==> src/design/fcf_pkg.sv <==
`default_nettype none

package fcf_pkg;

  // field widths fixed by the item formats
  localparam int unsigned PIX_W   = 16;
  localparam int unsigned DIM_W   = 11;
  localparam int unsigned BYTES_W = 22;
  localparam int unsigned CHG_W   = 2 * DIM_W;
  localparam int unsigned CNT_W   = 32;
  localparam int unsigned TOT_W   = 48;
  localparam int unsigned F21_W   = 21;

  localparam logic [F21_W-1:0] F21_MAX = '1;

  // default frame buffer geometry
  localparam int unsigned DEF_MAX_WIDTH  = 1024;
  localparam int unsigned DEF_MAX_HEIGHT = 1024;

  // one pixel request after frame control, entering the compare stage
  typedef struct packed {
    logic [PIX_W-1:0] pixel;
    logic             do_cmp;
    logic             first;
    logic             last;
    logic             bump_lock;
    logic             bump_mal;
    logic             cmp_done;
    logic [DIM_W-1:0] col;
    logic [DIM_W-1:0] row;
    logic [DIM_W-1:0] frm_w;
    logic [DIM_W-1:0] frm_h;
  } fcf_pix_t;

  // running frame summary after the compare stage
  typedef struct packed {
    logic             last;
    logic             bump_lock;
    logic             bump_mal;
    logic             cmp_done;
    logic [CHG_W-1:0] chg;
    logic [DIM_W-1:0] min_c;
    logic [DIM_W-1:0] min_r;
    logic [DIM_W-1:0] max_c;
    logic [DIM_W-1:0] max_r;
    logic [DIM_W-1:0] frm_w;
    logic [DIM_W-1:0] frm_h;
  } fcf_sum_t;

endpackage

`default_nettype wire

==> src/design/fcf_if.sv <==
`default_nettype none

// pixel request channel
interface fcf_pix_if import fcf_pkg::*; ();
  logic               valid;
  logic               ready;
  logic               cmd;
  logic [PIX_W-1:0]   pixel;
  logic [DIM_W-1:0]   frame_width;
  logic [DIM_W-1:0]   frame_height;
  logic [BYTES_W-1:0] buffer_bytes;
  logic               last_pixel;

  modport source (
    output valid, cmd, pixel, frame_width, frame_height, buffer_bytes, last_pixel,
    input  ready
  );
  modport sink (
    input  valid, cmd, pixel, frame_width, frame_height, buffer_bytes, last_pixel,
    output ready
  );
endinterface


`default_nettype wire

==> src/design/fcf_frame_ctl.sv <==
`default_nettype none

module fcf_frame_ctl import fcf_pkg::*; #(
  parameter int unsigned MAX_WIDTH  = DEF_MAX_WIDTH,
  parameter int unsigned MAX_HEIGHT = DEF_MAX_HEIGHT,
  localparam int unsigned DEPTH  = MAX_WIDTH * MAX_HEIGHT,
  localparam int unsigned ADDR_W = (DEPTH > 1) ? $clog2(DEPTH) : 1
) (
  input  logic              clk_i,
  input  logic              rst_ni,
  fcf_pix_if.sink           pix_i,
  input  logic              s1_ld_i,
  output logic              s1_valid_o,
  output fcf_pix_t          s1_o,
  output logic              ram_we_o,
  output logic              ram_re_o,
  output logic [ADDR_W-1:0] ram_addr_o,
  output logic [PIX_W-1:0]  ram_wdata_o
);

  localparam int unsigned COL_W = (MAX_WIDTH > 1) ? $clog2(MAX_WIDTH) : 1;
  localparam int unsigned ROW_W = (MAX_HEIGHT > 1) ? $clog2(MAX_HEIGHT) : 1;
  localparam int unsigned CR_W  = (COL_W > ROW_W) ? COL_W : ROW_W;
  localparam int unsigned POS_W = ((CR_W > DIM_W) ? CR_W : DIM_W) + 1;

  logic              mid_q, mid_d;
  logic              cmd_q, cmd_d;
  logic              bad_q, bad_d;
  logic              full_q, full_d;
  logic              over_q, over_d;
  logic              bv_q, bv_d;
  logic [DIM_W-1:0]  sw_q, sw_d;
  logic [DIM_W-1:0]  sh_q, sh_d;
  logic [COL_W-1:0]  col_q, col_d;
  logic [ROW_W-1:0]  row_q, row_d;
  logic [ADDR_W-1:0] addr_q, addr_d;
  logic [ADDR_W-1:0] rbase_q, rbase_d;
  logic              s1_v_q;
  fcf_pix_t          s1_q, s1_d;

  logic              accept;
  logic [CHG_W-1:0]  wh_in;
  logic              size_ok;
  logic [COL_W-1:0]  col_cur;
  logic [ROW_W-1:0]  row_cur;
  logic [ADDR_W-1:0] addr_cur;
  logic [DIM_W-1:0]  sw_cur;
  logic [DIM_W-1:0]  sh_cur;
  logic              we, re;

  assign pix_i.ready = s1_ld_i;
  assign accept      = pix_i.valid && s1_ld_i;

  // frame geometry check against the buffer and the store
  always_comb begin
    wh_in   = CHG_W'(pix_i.frame_width) * CHG_W'(pix_i.frame_height);
    size_ok = (pix_i.frame_width != '0) && (pix_i.frame_height != '0) &&
              (32'(pix_i.frame_width) <= MAX_WIDTH) &&
              (32'(pix_i.frame_height) <= MAX_HEIGHT) &&
              ({wh_in, 1'b0} <= {1'b0, pix_i.buffer_bytes});
  end

  // frame start, pixel position and frame end decisions
  always_comb begin
    mid_d   = mid_q;
    cmd_d   = cmd_q;
    bad_d   = bad_q;
    full_d  = full_q;
    over_d  = over_q;
    bv_d    = bv_q;
    sw_d    = sw_q;
    sh_d    = sh_q;
    col_d   = col_q;
    row_d   = row_q;
    addr_d  = addr_q;
    rbase_d = rbase_q;
    we      = 1'b0;
    re      = 1'b0;
    s1_d    = '0;

    // frame start
    if (!mid_q) begin
      s1_d.first = 1'b1;
      cmd_d   = pix_i.cmd;
      full_d  = 1'b0;
      over_d  = 1'b0;
      col_d   = '0;
      row_d   = '0;
      addr_d  = '0;
      rbase_d = '0;
      if (!pix_i.cmd) begin
        s1_d.bump_lock = 1'b1;
        bv_d = 1'b0;
        if (size_ok) begin
          sw_d  = pix_i.frame_width;
          sh_d  = pix_i.frame_height;
          bad_d = 1'b0;
        end else begin
          sw_d  = '0;
          sh_d  = '0;
          bad_d = 1'b1;
          s1_d.bump_mal = 1'b1;
        end
      end else if (!bv_q) begin
        bad_d = 1'b1;
      end else if (!size_ok || pix_i.frame_width != sw_q || pix_i.frame_height != sh_q) begin
        s1_d.bump_mal = 1'b1;
        bv_d  = 1'b0;
        sw_d  = '0;
        sh_d  = '0;
        bad_d = 1'b1;
      end else begin
        bad_d = 1'b0;
      end
    end

    col_cur  = col_d;
    row_cur  = row_d;
    addr_cur = addr_d;
    sw_cur   = sw_d;
    sh_cur   = sh_d;

    // pixel: store access and raster position step
    if (!bad_d) begin
      if (full_d) begin
        over_d = 1'b1;
      end else begin
        we = !cmd_d;
        re = cmd_d;
        s1_d.do_cmp = cmd_d;
        if (POS_W'(col_cur) + POS_W'(1) < POS_W'(sw_cur)) begin
          col_d  = col_cur + COL_W'(1);
          addr_d = addr_cur + ADDR_W'(1);
        end else begin
          col_d = '0;
          if (POS_W'(row_cur) + POS_W'(1) < POS_W'(sh_cur)) begin
            row_d   = row_cur + ROW_W'(1);
            rbase_d = rbase_d + ADDR_W'(MAX_WIDTH);
            addr_d  = rbase_d;
          end else begin
            full_d = 1'b1;
          end
        end
      end
    end

    // frame end
    if (pix_i.last_pixel) begin
      mid_d = 1'b0;
      if (!bad_d) begin
        if (!full_d || over_d) begin
          s1_d.bump_mal = 1'b1;
          bv_d = 1'b0;
          sw_d = '0;
          sh_d = '0;
        end else if (!cmd_d) begin
          bv_d = 1'b1;
        end else begin
          s1_d.cmp_done = 1'b1;
          bv_d = 1'b0;
          sw_d = '0;
          sh_d = '0;
        end
      end
    end else begin
      mid_d = 1'b1;
    end

    s1_d.pixel = pix_i.pixel;
    s1_d.last  = pix_i.last_pixel;
    s1_d.col   = DIM_W'(col_cur);
    s1_d.row   = DIM_W'(row_cur);
    s1_d.frm_w = sw_cur;
    s1_d.frm_h = sh_cur;
  end

  // frame control registers
  always_ff @(posedge clk_i or negedge rst_ni) begin
    if (!rst_ni) begin
      mid_q   <= 1'b0;
      cmd_q   <= 1'b0;
      bad_q   <= 1'b0;
      full_q  <= 1'b0;
      over_q  <= 1'b0;
      bv_q    <= 1'b0;
      sw_q    <= '0;
      sh_q    <= '0;
      col_q   <= '0;
      row_q   <= '0;
      addr_q  <= '0;
      rbase_q <= '0;
    end else if (accept) begin
      mid_q   <= mid_d;
      cmd_q   <= cmd_d;
      bad_q   <= bad_d;
      full_q  <= full_d;
      over_q  <= over_d;
      bv_q    <= bv_d;
      sw_q    <= sw_d;
      sh_q    <= sh_d;
      col_q   <= col_d;
      row_q   <= row_d;
      addr_q  <= addr_d;
      rbase_q <= rbase_d;
    end
  end

  // compare stage input register
  always_ff @(posedge clk_i or negedge rst_ni) begin
    if (!rst_ni) begin
      s1_v_q <= 1'b0;
    end else if (s1_ld_i) begin
      s1_v_q <= accept;
    end
  end

  always_ff @(posedge clk_i) begin
    if (accept) begin
      s1_q <= s1_d;
    end
  end

  assign s1_valid_o  = s1_v_q;
  assign s1_o        = s1_q;
  assign ram_we_o    = accept && we;
  assign ram_re_o    = accept && re;
  assign ram_addr_o  = addr_cur;
  assign ram_wdata_o = pix_i.pixel;

  // a pixel either writes or reads the store, never both
  assert property (@(posedge clk_i) disable iff (!rst_ni) !(ram_we_o && ram_re_o))
    else $error("store written and read by one pixel");

  // a held baseline always has a stored size
  assert property (@(posedge clk_i) disable iff (!rst_ni)
    bv_q |-> (sw_q != '0 && sh_q != '0))
    else $error("baseline valid without a size");

endmodule

`default_nettype wire

==> src/flat_wrapper.sv <==
// flat-port wrapper written by rule: the top's interface ports become plain ports
module fcf_frame_ctl_flat import fcf_pkg::*;
#(
  parameter int unsigned MAX_WIDTH  = DEF_MAX_WIDTH,
  parameter int unsigned MAX_HEIGHT = DEF_MAX_HEIGHT,
  localparam int unsigned DEPTH  = MAX_WIDTH * MAX_HEIGHT,
  localparam int unsigned ADDR_W = (DEPTH > 1) ? $clog2(DEPTH) : 1
)
  (clk_i, rst_ni, s1_ld_i, s1_valid_o, s1_o, ram_we_o, ram_re_o, ram_addr_o, ram_wdata_o, pix_i_valid, pix_i_cmd, pix_i_pixel, pix_i_frame_width, pix_i_frame_height, pix_i_buffer_bytes, pix_i_last_pixel, pix_i_ready);
  fcf_pix_if pix_i_i ();
  input  logic clk_i;
  input  logic rst_ni;
  input  logic s1_ld_i;
  output logic s1_valid_o;
  output fcf_pix_t s1_o;
  output logic ram_we_o;
  output logic ram_re_o;
  output logic [ADDR_W-1:0] ram_addr_o;
  output logic [PIX_W-1:0] ram_wdata_o;
  input wire logic [$bits(pix_i_i.valid)-1:0] pix_i_valid;
  input wire logic [$bits(pix_i_i.cmd)-1:0] pix_i_cmd;
  input wire logic [$bits(pix_i_i.pixel)-1:0] pix_i_pixel;
  input wire logic [$bits(pix_i_i.frame_width)-1:0] pix_i_frame_width;
  input wire logic [$bits(pix_i_i.frame_height)-1:0] pix_i_frame_height;
  input wire logic [$bits(pix_i_i.buffer_bytes)-1:0] pix_i_buffer_bytes;
  input wire logic [$bits(pix_i_i.last_pixel)-1:0] pix_i_last_pixel;
  output wire logic [$bits(pix_i_i.ready)-1:0] pix_i_ready;
  assign pix_i_i.valid = pix_i_valid;
  assign pix_i_i.cmd = pix_i_cmd;
  assign pix_i_i.pixel = pix_i_pixel;
  assign pix_i_i.frame_width = pix_i_frame_width;
  assign pix_i_i.frame_height = pix_i_frame_height;
  assign pix_i_i.buffer_bytes = pix_i_buffer_bytes;
  assign pix_i_i.last_pixel = pix_i_last_pixel;
  assign pix_i_ready = pix_i_i.ready;
  fcf_frame_ctl #(.MAX_WIDTH(MAX_WIDTH), .MAX_HEIGHT(MAX_HEIGHT)) u_core (.clk_i(clk_i), .rst_ni(rst_ni), .pix_i(pix_i_i), .s1_ld_i(s1_ld_i), .s1_valid_o(s1_valid_o), .s1_o(s1_o), .ram_we_o(ram_we_o), .ram_re_o(ram_re_o), .ram_addr_o(ram_addr_o), .ram_wdata_o(ram_wdata_o));
endmodule
==> config.mk <==
export PLATFORM = sky130hd
export DESIGN_NAME = fcf_frame_ctl_flat
export DESIGN_NICKNAME = d
export VERILOG_FILES = /design/src/design/fcf_pkg.sv /design/src/design/fcf_if.sv /design/src/design/fcf_frame_ctl.sv /design/src/flat_wrapper.sv
export SDC_FILE = /design/constraint.sdc
export NUM_CORES = 1
export LEC_CHECK = 0
export ABC_CLOCK_PERIOD_IN_PS = 28700
export BUFFER_PORTS_ARGS = -buffer_cell sky130_fd_sc_hd__buf_4
export CAP_MARGIN = 20
export CORE_MARGIN = 5
export CORE_UTILIZATION = 64
export DETAILED_ROUTE_END_ITERATION = 8
export PLACE_DENSITY = 0.91
export SLEW_MARGIN = 20
export SYNTH_ARGS = -nofsm -noshare
export SYNTH_HDL_FRONTEND = slang
export SYNTH_SLANG_ARGS = --single-unit
==> constraint.sdc <==
create_clock -name clk_i -period 28.7 [get_ports clk_i]
set_input_delay 4.305 -clock clk_i [delete_from_list [all_inputs] [get_ports clk_i]]
set_output_delay 4.305 -clock clk_i [all_outputs]
set_load 0.01 [all_outputs]
### Word-level counts from Yosys, hierarchy flattened

Index checks and enable logic that the tools add are counted.
Widths: inputs -> output; s select.

* add/subtract/negate cells: 6
* multiply operators: 1
* $lt $le $gt $ge: 5
* eq/ne operators: 2
* mux-type cells: 74
* bitwise logic cells: 1
* reduce and logical (&&, ||, !) cells: 16

Operator list (number)
* $mux 20: 10
* $mux 11: 18
* $mux 10: 9
* $mux 1: 35
* $lt 12x11->1: 2
* $le 23x22->1: 1
* $add 10x1->11 const B: 2
* $le 11x11->1 const B: 2
* $mul 11x11->22: 1
* $ne 11x11->1: 2
* $reduce_bool 11->1: 2
* $add 10x1->10 const B: 2
* $add 20x1->20 const B: 1
* $add 20x11->20 const B: 1
* $logic_and 1x1->1: 7
* $mux 2: 2
* $logic_not 1->1: 3
* $logic_or 1x1->1: 3
* $reduce_or 3->1: 1
* $not 1->1: 1

* flip-flop bits (word level): 153
* input port bits: 66
* output and inout port bits: 106
* logic and storage cells: 129

### Depth between registers and ports, before layout

Gate-level depths: netlist of run 1.

* depth after elaboration: 22
* gate-level depth with buffers: 41
* depth with buffers taken out: 36

### Worst setup path after synthesis of run 1

No wires, ideal clock.

* path kind: input-to-output
* start: input port pix_i_frame_height[10]
* end: output port ram_re_o
* arrival time: 11110 ps
* setup slack: 13285 ps
* stages on the path: 27
* buffers on the path: 2
* cells stage by stage: clkbuf_1 -> nand2_1 -> fa_1 -> fa_1 -> inv_1 -> fa_1 -> fa_1 -> inv_1 -> fa_1 -> inv_1 -> ha_1 -> a211o_1 -> or3_1 -> o22ai_1 -> o21bai_1 -> a21oi_1 -> xnor2_1 -> ha_1 -> nand4_1 -> nor4_1 -> o2bb2ai_1 -> a31oi_1 -> a2111oi_4 -> a21boi_4 -> nor3_4 -> buf_2 -> and2_1

* longest elaborated chain between the ends: 14
* elaborated cells on any way between the ends: 19
* classes of those cells: 1 x mul; 2 x order compare; 1 x eq/ne; 6 x mux; 9 x reduce/logical

Ends and longest elaborated chain
* start: declaration: RTL line flat_wrapper.sv:24 `input wire logic [$bits(pix_i_i.frame_height)-1:0] pix_i_frame_height;`
* parallel branches: the longest is 10 deep, another holds $le 23x22->1
* $mux 1 (*): RTL line fcf_frame_ctl.sv:91 `if (!pix_i.cmd) begin`
* $mux 1 (*): RTL line fcf_frame_ctl.sv:82 `if (!mid_q) begin`
* $mux 1 (*): RTL line fcf_frame_ctl.sv:124 `if (!bad_d) begin`
* $logic_and 1x1->1 (*): RTL line fcf_frame_ctl.sv:226 `assign ram_re_o = accept && re;`
* end: declaration: RTL line flat_wrapper.sv:17 `output logic ram_re_o;`

Every way passes the cells marked *.

### Final worst setup path of run 1

* start: input port pix_i_frame_width[0]
* end: output port ram_re_o

* longest elaborated chain between the ends: 14
* elaborated cells on any way between the ends: 19
* classes of those cells: 1 x mul; 2 x order compare; 1 x eq/ne; 6 x mux; 9 x reduce/logical

Ends and longest elaborated chain
* start: declaration: RTL line flat_wrapper.sv:23 `input wire logic [$bits(pix_i_i.frame_width)-1:0] pix_i_frame_width;`
* parallel branches: the longest is 10 deep, another holds $le 23x22->1
* $mux 1 (*): RTL line fcf_frame_ctl.sv:91
* $mux 1 (*): RTL line fcf_frame_ctl.sv:82
* $mux 1 (*): RTL line fcf_frame_ctl.sv:124
* $logic_and 1x1->1 (*): RTL line fcf_frame_ctl.sv:226

Marked as above.

==> results of run 1 <==
-- sequential cells by signal (all words and copies together), names as in the netlist --
name	count
u_core.bv_q	1
u_core.rbase_q	20
u_core.s1_valid_o	1
u_core.cmd_q	1
u_core.over_q	1
u_core.bad_q	1
u_core.s1_o	64
u_core.row_q	10
u_core.col_q	10
u_core.full_q	1
u_core.sh_q	11
u_core.sw_q	11
u_core.mid_q	1
u_core.addr_q	20
-- cell usage in the layout, fill, tap and decap left out, types with 3 or more instances in the layout --
cell type	Yosys	routed
buf_4	21	177
inv_1	168	168
nand2_1	143	143
and2_1	106	106
ha_1	105	105
dfrtp_1	89	88
fa_1	80	80
edfxtp_1	64	64
nor2_1	62	61
o21ai_0	53	53
xnor2_1	48	48
a22o_1	46	46
a21oi_1	41	41
nand3_1	31	31
a22oi_1	25	25
xor2_1	21	21
nand4_1	20	20
and3_1	19	19
nor3_1	17	17
clkbuf_16	0	17
a21o_1	16	16
a32o_1	14	14
nor4_1	13	13
o31ai_1	9	9
o21a_1	8	8
o22ai_1	7	7
o32ai_1	7	7
a31oi_1	6	6
o21bai_1	6	6
inv_6	0	6
o211ai_1	5	5
a211oi_1	5	5
or2_2	4	4
nand2b_1	3	3
a21boi_0	3	3
o221ai_1	3	3
and4_1	3	3
clkinvlp_4	0	3
-- how the worst min path moves through the flow --
stage	slack [ns]	cells past startpoint	start	endpoint
CTS	0.50	1	u_core.rbase_q[3]	u_core.rbase_q[3]
floorplan	0.45	1	u_core.rbase_q[4]	u_core.rbase_q[4]
finish	0.50	2	u_core.cmd_q	u_core.cmd_q
global route	0.52	1	u_core.rbase_q[3]	u_core.rbase_q[3]
global placement	0.47	2	u_core.cmd_q	u_core.cmd_q
detailed placement	0.48	1	u_core.rbase_q[3]	u_core.rbase_q[3]
-- final cells by class --
class	count	area, sq um
inverter	170	638
clock inverter	15	139
timing repair buffer	177	1330
multi-input combinational	965	7720
sequential	153	4150
clock buffer	17	425
tap	270	338
fill	1369	5300
-- cells by family after synthesis --
kind of cell / after synthesis
other: 1
adder cells (fa/ha/maj): 185
multiplexers: 4
XOR/XNOR: 69
buffers and inverters: 253
AO/OA/AOI/OAI: 272
flip-flops: 153
AND/OR/NAND/NOR: 433
-- cells in the mapped netlist, types with 31 or more instances --
master and instances:
inv_1 168, nand2_1 143, ha_1 105, and2_1 106
dfrtp_1 89, clkbuf_1 56, a21oi_1 41, fa_1 80
nor2_1 62, nand3_1 31, xnor2_1 48, o21ai_0 53
a22o_1 46, edfxtp_1 64
-- layer usage --
metal	GRT usage	wire [um]	up-vias	share of wire
met2	0.485	16300	715	0.48
li1	-	-	4913	-
met3	0.0694	3150	104	0.092
met1	0.380	13300	5269	0.39
met4	0.127	1410	0	0.041
met5	0	0	-	0
-- power by group --
part | internal, mW | switching [mW]
logic | 0.286 | 0.443
clock network | 0.121 | 0.0961
registers | 0.250 | 0.0224
-- worst max-delay path, delay by kind of cell --
family | cells | cell delay (ns)
fa+ha+maj | 7 | 3.34
compound gates | 8 | 2.00
simple gates | 6 | 1.90
buf+inv | 5 | 0.47
xor+xnor | 1 | 0.09
-- stage by stage --
stage,power (mW),hold slack (ns),instance area [sq um],setup slack (ns),std cells
after floorplan,0.800,0.449,12900,13.28,1371
after global placement,0.959,0.467,14200,12.60,1735
after detailed placement,0.986,0.485,14200,12.41,1735
after CTS,1.21,0.500,14700,12.36,1767
after global routing,1.32,0.523,14700,11.90,1767
final,1.22,0.498,14700,12.27,1767
==> impl_metrics.csv, run 1 <==
group,metric,value,unit
clocking,cts_max_level,4,
synthesis,muxShareOfSynthArea,0.00329,
setup_path,cp-startpoint,"pix_i_frame_width[0]",
routing,routed_wl,34100,um
finish,nets,1735,
synthesis,synth_area_leaders,"dfrtp_1, edfxtp_1, fa_1, ha_1, and2_1",
setup_path,r2r_end,"u_core.sw_q[7]",
synthesis,synth-simple-area-share,0.169,
synthesis,synth_top_family_by_area,"adder cells",
clocking,root_buffer,"clkbuf_16",
synthesis,synth_cells,1370,
sta,slew_violations,0,
clocking,cts.repair.resized,0,
routing,drc,0,
routing,drtIter0Drc,1194,
synthesis,syn-cell-area,12900,sq um
floorplan,floorplan.initialDensity,0.644,
sta,setup_tns,0,ns
sta,fin_skew,0.00967,ns
power_and_ir_drop,powerDensity,82.6,nW/um^2
placement,gp_congestion,0.911,
sta,post-route-period-util,0.572,
synthesis,ys_async_sr_fraction,0.582,
synthesis,synth-main-ff-cell,"dfrtp_1",
sta,max_freq,60.9,MHz
power_and_ir_drop,max-vdd-ir-drop,0.132,mV
clocking,holdBufCountCts,0,
sta,tightest_slew,0.925,ns
sta,setup_viol,0,
routing,vias,11000,
synthesis,synth-compound-area-share,0.152,
sta,hold_violations,0,
setup_path,cp_max_fo,19,
routing,dr.pass1.iters,6,
floorplan,die_h,152,um
synthesis,syn_avg_cell_area,9.43,sq um
synthesis,synth_adder_area_share,0.226,
setup_path,cp_common_cell,"fa_1",
grt,grt_max_degree,83,
grt,antenna_found_initial,0,
synthesis,ys_types,68,
synthesis,yosysTopAreaCellShare,0.172,
synthesis,ys_ff_latch,153,
setup_path,cp_slowest_cell,"nor3_4",
floorplan,die_w,152,um
grt,grt_pass1_wl,56500,um
clocking,clk_pin_slew,0.06,ns
floorplan,die_area,23100,sq um
synthesis,ys_warn_count,0,
synthesis,yosysTopAreaCell,"dfrtp_1",
clocking,cts_tree,"done",
floorplan,fp.coreArea,20000,sq um
sta,relSlewSlack,0.383,
synthesis,yosys.area_share.xor_xnor,0.0468,
grt,grt_usage,0.296,
setup_path,regToRegSetupSlack,22.87,ns
synthesis,seq_area_frac_synth,0.321,
routing,routedWlPerCell,19.3,um
clocking,post_cts_buffers,0,
clocking,cts_sinks,153,
setup_path,crit_path_start_kind,"primary input",
grt,grt_pass1_vias,11200,
routing,postRouteAntennaNets,0,
min_path,hold_path_class,"reg2reg",
sta,fin_crit,16.43,ns
power_and_ir_drop,p_leak,7.15,nW
setup_path,critPathMaxStageDelay,0.71,ns
status,status,"complete, no violations",
placement,dp_hpwl,25500,um
routing,vias_per_cell,6.23,
clocking,clockBufferDepth,2,
floorplan,boundaryPins,172,
clocking,clock_latency,0.43,ns
setup_path,cp.required,24.40,ns
synthesis,synth_edf_count,64,
setup_path,worstPathArrival,12.13,ns
setup_path,end_kind,"output port",
floorplan,std_cell_rows,52,
finish,antenna_cells,0,
finish,post-route-util,0.736,
job,cap_violations,0,
finish,layout-drive-gt1-share,0.150,
setup_path,crit_path_end,"ram_re_o",
setup_path,r2r-start,"u_core.sh_q[9]",
finish,area_growth,14.2,%
sta,grt_setup_unrepaired,"false",
clocking,cts_buffers,17,
setup_path,worstRegToRegCells,15,
setup_path,critPathKind,"in2out",
grt,grt_overflow_total,0,
placement,portBuffers,169,
No activity file was read; power rests on OpenSTA's default activity.
==> run 2: changes to the inputs <==
--- a/config.mk
+++ b/config.mk
@@ -5,13 +5,14 @@
 export SDC_FILE = /design/constraint.sdc
 export NUM_CORES = 1
 export LEC_CHECK = 0
-export ABC_CLOCK_PERIOD_IN_PS = 28700
+export ABC_AREA = 1
+export ABC_CLOCK_PERIOD_IN_PS = 14800
 export BUFFER_PORTS_ARGS = -buffer_cell sky130_fd_sc_hd__buf_4
 export CAP_MARGIN = 20
 export CORE_MARGIN = 5
-export CORE_UTILIZATION = 64
+export CORE_UTILIZATION = 55
 export DETAILED_ROUTE_END_ITERATION = 8
-export PLACE_DENSITY = 0.91
+export PLACE_DENSITY = 0.83
 export SLEW_MARGIN = 20
 export SYNTH_ARGS = -nofsm -noshare
 export SYNTH_HDL_FRONTEND = slang
==> constraint.sdc (replaced) <==
create_clock -name clk_i -period 14.8 [get_ports clk_i]
set_input_delay 2.22 -clock clk_i [delete_from_list [all_inputs] [get_ports clk_i]]
set_output_delay 2.22 -clock clk_i [all_outputs]
set_load 0.01 [all_outputs]
==> run 2 against run 1 <==
Compared with the run above: clock skew is 0.011 ns higher; worst setup slack worse by 9.5 ns; final area is 8.7% higher; worst hold slack better by 0.0043 ns; die area is 26% higher; critical path type is now in2reg; global-route usage is 3.2 points lower; power is 120% higher; area after synthesis is 9.6% higher; count of clock-buffer cells in the layout is 1 higher; combinational power is 120% higher.
==> impl_metrics.csv, run 2 <==
group,metric,value,unit
status,status,"complete, no violations",
synthesis,netlist_top_cells_count,"nand2_1, inv_1, o21ai_0",
setup_path,cp_max_fo,32,
sta,setup_viol,0,
synthesis,yosysTopAreaCell,"dfrtp_1",
routing,wl_met3,3710,um
clocking,holdBufCountCts,0,
floorplan,die_h,170,um
setup_path,cp_slowest_cell,"inv_1",
synthesis,synth_area_leaders,"dfrtp_1, edfxtp_1, nand2_1, fa_1, inv_1",
synthesis,ys_warn_count,0,
clocking,cts_buffers,17,
floorplan,boundaryPins,172,
finish,antenna_cells,0,
synthesis,synth_edf_count,64,
finish,final_common_cell,"nand2_1",
setup_path,critPathKind,"in2reg",
sta,grt_setup_unrepaired,"false",
sta,setup_slack,2.73,ns
sta,fin_skew,0.0206,ns
placement,gp_congestion,0.934,
synthesis,synth.most_common_cell,"nand2_1",
finish,nets,2243,
clocking,cts_tree,"done",
sta,hold_violations,0,
routing,postRouteAntennaNets,0,
clocking,post_cts_buffers,0,
finish,largest_register_ffs,64,
clocking,clk_pin_slew,0.07,ns
grt,grt_pass1_wl,62500,um
synthesis,synth-main-ff-cell,"dfrtp_1",
routing,drtIter0Drc,1333,
power_and_ir_drop,max-vdd-ir-drop,0.287,mV
placement,dp_hpwl,28200,um
finish,finalInstanceArea,16000,sq um
grt,grt_overflow_total,0,
clocking,clockBufferDepth,2,
setup_path,critPathMaxStageDelay,0.74,ns
synthesis,seq_area_frac_synth,0.293,
grt,grt_pass1_vias,12500,
sta,holdWs,0.502,ns
routing,met1_length,15700,um
clocking,clock_latency,0.44,ns
clocking,cts_max_level,4,
grt,antenna_found_initial,0,
routing,routed_wl,38100,um
routing,drc,0,
clocking,root_buffer,"clkbuf_16",
power_and_ir_drop,p_leak,8.58,nW
synthesis,ys_async_sr_fraction,0.582,
power_and_ir_drop,powerDensity,164,nW/um^2
synthesis,ys_ff_latch,153,
finish,area_growth,13.2,%
grt,grt_max_degree,93,
job,cap_violations,0,
setup_path,cp.required,15.10,ns
sta,post-route-period-util,0.815,
sta,fin_crit,12.07,ns
setup_path,worstPathArrival,12.37,ns
floorplan,die_w,170,um
synthesis,syn_avg_cell_area,7.50,sq um
synthesis,synth_cells,1887,
routing,highest_layer,"met4",
power_and_ir_drop,power,2.62,mW
sta,max_freq,82.9,MHz
finish,final_cell_mix,"nand2_1, inv_1, buf_4",
clocking,cts_sinks,153,
min_path,hold_path_class,"reg2reg",
clocking,cts.repair.resized,0,
setup_path,cp_common_cell,"nand2_1",
placement,dpl_cell_area,15400,sq um
floorplan,die_area,29000,sq um
synthesis,ys_types,41,
setup_path,end_kind,"register",
floorplan,fp.coreArea,25300,sq um
grt,grt_usage,0.264,
synthesis,syn-cell-area,14100,sq um
placement,portBuffers,169,
floorplan,floorplan.initialDensity,0.560,
sta,tightest_slew,1.01,ns
routing,wl_met2,17300,um
floorplan,std_cell_rows,58,
routing,vias_per_cell,5.54,
sta,slew_violations,0,
sta,setup_tns,0,ns
routing,dr.pass1.iters,6,
setup_path,crit_path_start_kind,"primary input",
placement,place_worst_setup_slack,2.53,ns
routing,routedWlPerCell,16.3,um
synthesis,yosysTopAreaCellShare,0.157,
routing,vias,12900,
sta,relSlewSlack,0.330,
finish,layout-drive-gt1-share,0.124,
[run 2: cell families (layout without fill, tap and decap cells)]
group                      count (synthesis)  after routing  share of synthesized area
other                                      1              2                   0.000265
xor gates and xnor gates                  69             69                     0.0427
DFF                                      153            153                      0.293
adders and majority gates                185            185                      0.206
and+or+nand+nor                          724            724                      0.215
AOI/OAI and AO/OA                        277            277                      0.106
buffers and inverters                    478            595                      0.137
[run 2: metrics by stage]
| stage | util | std cells |
|---|---|---|
| 2_1_floorplan | - | 1888 |
| 3_3_place_gp | 0.611 | 2302 |
| 3_5_place_dp | 0.611 | 2302 |
| 4_1_cts | 0.634 | 2334 |
| 5_1_grt | 0.634 | 2335 |
| 6_report | 0.634 | 2335 |
[run 2: path summary, 6_finish.rpt]
| path | from | end | depth (start not counted) | slack (ns) |
|---|---|---|---|---|
| max | pix_i_frame_height[10] | u_core.row_q[0] | 47 | 2.73 |
| min | u_core.over_q | u_core.over_q | 2 | 0.50 |
| max reg2reg | u_core.mid_q | u_core.row_q[0] | 21 | 8.86 |
| min reg2reg | u_core.over_q | u_core.over_q | 2 | 0.50 |
| max in group asynchronous | rst_ni | u_core.mid_q | 2 | 11.91 |
| min in group asynchronous | rst_ni | u_core.row_q[6] | 1 | 1.70 |
[run 2: critical path, delay by kind of cell]
kind                     cells  cell delay (ns)
adder cells (fa/ha/maj)      8             3.59
AND/OR/NAND/NOR             21             3.25
buffers and inverters       11             1.79
AO/OA/AOI/OAI                5             1.16
XOR/XNOR                     2             0.35
[run 2: power by group]
group	switching, mW	internal (mW)
combinational	1.02	0.583
clock	0.202	0.244
sequential	0.0565	0.516
total	1.28	1.34
[run 2: final cells by class]
class	instances	area, sq um
timing repair buffer	180	1350
fill	2127	9230
clock inverter	14	156
inverter	383	1440
tap	330	413
multi-input combinational	1257	8070
clock buffer	18	439
sequential	153	4150
[run 2: metal layers]
| metal | global-route usage | up-vias |
|---|---|---|
| li1 | - | 6098 |
| met1 | 0.360 | 5990 |
| met2 | 0.421 | 745 |
| met3 | 0.0418 | 107 |
| met4 | 0.111 | 0 |
| met5 | 0 | - |
